$ cat src/rtl/gap_buffer_line_editor_macros.svh
// Assertion macros shared by the gap buffer line editor RTL.
`ifndef GAP_BUFFER_LINE_EDITOR_MACROS_SVH
`define GAP_BUFFER_LINE_EDITOR_MACROS_SVH

// Same-cycle implication, sampled on clk and disabled while rst is high.
`define GBLE_ASSERT_NOW(label, ante, cons) \
  label: assert property (@(posedge clk) disable iff (rst) (ante) |-> (cons)) \
    else $error("gap buffer line editor: same-cycle check failed");

// Next-cycle implication, sampled on clk and disabled while rst is high.
`define GBLE_ASSERT_NEXT(label, ante, cons) \
  label: assert property (@(posedge clk) disable iff (rst) (ante) |=> (cons)) \
    else $error("gap buffer line editor: next-cycle check failed");

`endif

$ cat src/rtl/gble_ram.sv
// Generic single-port synchronous RAM with a registered read.
module gble_ram #(
  parameter int WIDTH = 8,
  parameter int DEPTH = 256
) (
  input  logic                     clk,
  input  logic                     we,
  input  logic                     re,
  input  logic [$clog2(DEPTH)-1:0] addr,
  input  logic [WIDTH-1:0]         wdata,
  output logic [WIDTH-1:0]         rdata
);

  logic [WIDTH-1:0] mem [DEPTH];

  always_ff @(posedge clk) begin
    if (we) begin
      mem[addr] <= wdata;
    end
    if (re) begin
      rdata <= mem[addr];
    end
  end

endmodule

$ cat config.mk
export PLATFORM = sky130hd
export DESIGN_NAME = gble_ram
export DESIGN_NICKNAME = d
export VERILOG_FILES = /design/src/rtl/gap_buffer_line_editor_macros.svh /design/src/rtl/gble_ram.sv
export SDC_FILE = /design/constraint.sdc
export NUM_CORES = 2
export LEC_CHECK = 0
export BUFFER_PORTS_ARGS = -buffer_cell sky130_fd_sc_hd__buf_2
export CORE_UTILIZATION = 55
export CTS_CLUSTER_SIZE = 20
export DETAILED_ROUTE_END_ITERATION = 7
export GPL_ROUTABILITY_DRIVEN = 1
export PLACE_DENSITY = 0.71
export SLEW_MARGIN = 10
export SYNTH_ARGS = -nofsm -noshare
export SYNTH_HDL_FRONTEND = slang
export SYNTH_SLANG_ARGS = --single-unit
$ cat constraint.sdc
create_clock -name clk -period 5.1 [get_ports clk]
set_input_delay 0.51 -clock clk [delete_from_list [all_inputs] [get_ports clk]]
set_output_delay 0.51 -clock clk [all_outputs]
set_load 0.01 [all_outputs]
==> results.ini <==
[setup_path]
crit_path_top_delay_cell = o41ai_1
crit_buf_inv = 3
required_ns = 5.63
critPathKind = primary input to flop
path_cells = buf_8 > buf_12 > buf_4 > mux4_2 > a22oi_1 > a21oi_1 > o41ai_1 > nand4_1
critical-path-top-delay-family = compound AO/OA/AOI/OAI gates
start_kind = primary input
worstSetupEndpointType = flop
critPathArrivalTime_ns = 4.22
worstPathMaxFanout = 63
max_stage_delay_ns = 1.15

[drt]
wirelength_um = 183400
wl_per_cell_um = 32.00
drt-initial-drc-count = 5063
routed_via_density = 6.594
drc = 0
route.met2.wl_um = 88260
wl_met1_um = 70560
dr_wl_met3_um = 19470
dr.pass1.iters = 6
drtAntennaViolNets = 0
top_layer_used = met5
num_vias = 37790

[pwr]
power_frac_comb = 0.045
peakVddDrop_mv = 0.2897
leakagePower_nw = 26.74
power_frac_seq = 0.540
p_clk_frac = 0.415
power_density_nw_per_um2 = 392.6
switchingPower_mw = 7.224
switching_share = 0.2091
power.internal_mw = 27.33

[finish]
layoutNonFillerInstCount = 5731
nFillCells = 9422
nets = 3703
area_growth_pct = 11.99
drive_gt1_frac = 0.2532

[clock_network]
clock_latency_ns = 0.84
cts_hold_buf = 0
cts_buffers = 195
cts_sinks = 2056
cts_root_buffer = clkbuf_16
cts_buffer_depth = 3
cts_resized = 0
postCtsSetupBuffers = 0
cts_tree = yes
path_clk_slew_ns = 0.07
ctsHtreeMaxLevel = 4

[synth]
synth_area_leaders = edfxtp_1, mux4_2, a22oi_1
ys_async_sr_fraction = 0
syn_nets = 3566
yosys.area.top_type = edfxtp_1
synth.ff_latch_count = 2056
yosysTopAreaCellShare = 0.7858
syn_area_per_cell_um2 = 22.15
synth_ff_type = edfxtp_1
synthCells = 3547
synth_edf_count = 2056
seq_area_frac_synth = 0.7858
ys_warn_count = 0
synth.distinct_cells = 21
post-synth-top-count-cell = edfxtp_1
syn_area_um2 = 78570
synthTopCellsByCount = edfxtp_1, mux4_2, a22oi_1

[sta]
fin_skew_ns = 0.03124
hold_viol_final = 0
worst_pin_slew_ns = 1.309
period_needed_ns = 3.693
max-slew-margin-rel = 0.1158
grt_setup_unrepaired = no
clock.fmax_mhz = 270.8
period_share = 0.7242
fin_tns_setup_ns = 0
finalSetupViolations = 0
drv_slew = 0

[floorplanning]
io_pins = 27
fp.dieH_um = 380.0
coreArea_um2 = 141600
die_area_um2 = 144400
start_util = 0.5549
die_w_um = 380.0
rows = 138

[placed_design]
place_inst = 5377
gp_congestion = 0.8101
port_buffers = 26
place.detailed.hpwl_um = 104900

[grt]
grt_max_degree = 170
grt_usage = 0.2562
first_global_vias = 37910
antenna_found_initial = 10
grt_pass1_wl_um = 266400
grt_overflow = 0

[min_path]
holdCritPathClass = primary input to flop

[flow_run]
drv_cap = 0

[status]
status = completed

[cell families (layout without fill, tap and decap cells)]
group	after synthesis	in the layout	share of synthesized area
flops	2056	2056	0.7858
other cells	0	2	0
simple gates	330	330	0.01731
mux	512	512	0.1468
compound gates	416	416	0.03618
buf+inv	233	525	0.01400
[area by class of cell]
type                            instances  area [um^2]  share of cell area
Multi-Input combinational cell       1258        15820              0.1798
Tap cell                             1890         2365             0.02687
Timing Repair Buffer                  172         1735             0.01972
Antenna cell                            2        5.005          0.00005688
Sequential cell                      2056        61740              0.7016
Clock inverter                        121         1244             0.01413
Clock buffer                          231         5079             0.05772
Inverter                                1        3.754          0.00004266
[state kept, by name, indices dropped and copies added (netlist names)]
signal  count
mem      2048
rdata       8
[worst register-to-register path, stage by stage, from the launching register on]
cell and delay (ns):
edfxtp_1 0.39, mux4_2 0.52, a22oi_1 0.27, a21oi_1 0.14, o41ai_1 1.15, nand4_1 0.20
[placed cells by master (no fill, tap or decap), types with 24 or more instances in the layout]
cell / instances
nand2_1: 28
clkinv_2: 33
a21oi_1: 128
o41ai_1: 24
buf_12: 33
nor2_1: 231
clkinv_1: 47
edfxtp_1: 2056
a22oi_1: 256
clkbuf_1: 33
nor3_1: 30
mux4_2: 512
clkbuf_16: 198
buf_4: 113
[through the flow]
step           hold slack (ns)  total power [mW]  utilization  worst slack (ns)  area [um^2]
2_1_floorplan           0.6089             19.83            -             2.371        78570
3_3_place_gp             1.001             20.53       0.5762            0.1559        81580
3_5_place_dp             1.003             20.57       0.5768            0.6486        81670
4_1_cts                 0.1164             34.69       0.6215             1.521        87990
5_1_grt                 0.1340             35.37       0.6215             1.404        87990
6_report                0.1775             34.55       0.6215             1.407        87990
[final timing paths]
| check | startpoint | endpoint | slack [ns] | depth (start not counted) |
|---|---|---|---|---|
| setup / recovery | addr[0] | rdata[6]$_DFFE_PP_ | 1.41 | 8 |
| hold reg to reg | mem[19][7]$_DFFE_PP_ | rdata[7]$_DFFE_PP_ | 1.11 | 5 |
| hold / removal | wdata[5] | mem[85][5]$_DFFE_PP_ | 0.18 | 1 |
| setup reg to reg | mem[115][6]$_DFFE_PP_ | rdata[6]$_DFFE_PP_ | 2.15 | 5 |
[routing by layer]
metal  track usage  up-vias
li1              -    15370
met1        0.3718    20020
met2        0.3951     2082
met3       0.05795      302
met4       0.07587       14
met5             0        -
[power groups by stage]
| stage | clock [mW] | sequential, mW | combinational, mW |
|---|---|---|---|
| floorplan | 0 | 19.0 | 0.828 |
| global placement | 0 | 19.0 | 1.52 |
| detailed placement | 0 | 19.0 | 1.55 |
| CTS | 14.5 | 18.7 | 1.56 |
| global route | 15.1 | 18.6 | 1.63 |
| finish | 14.3 | 18.7 | 1.55 |
Note: power is estimated with default switching activity, not from simulation.
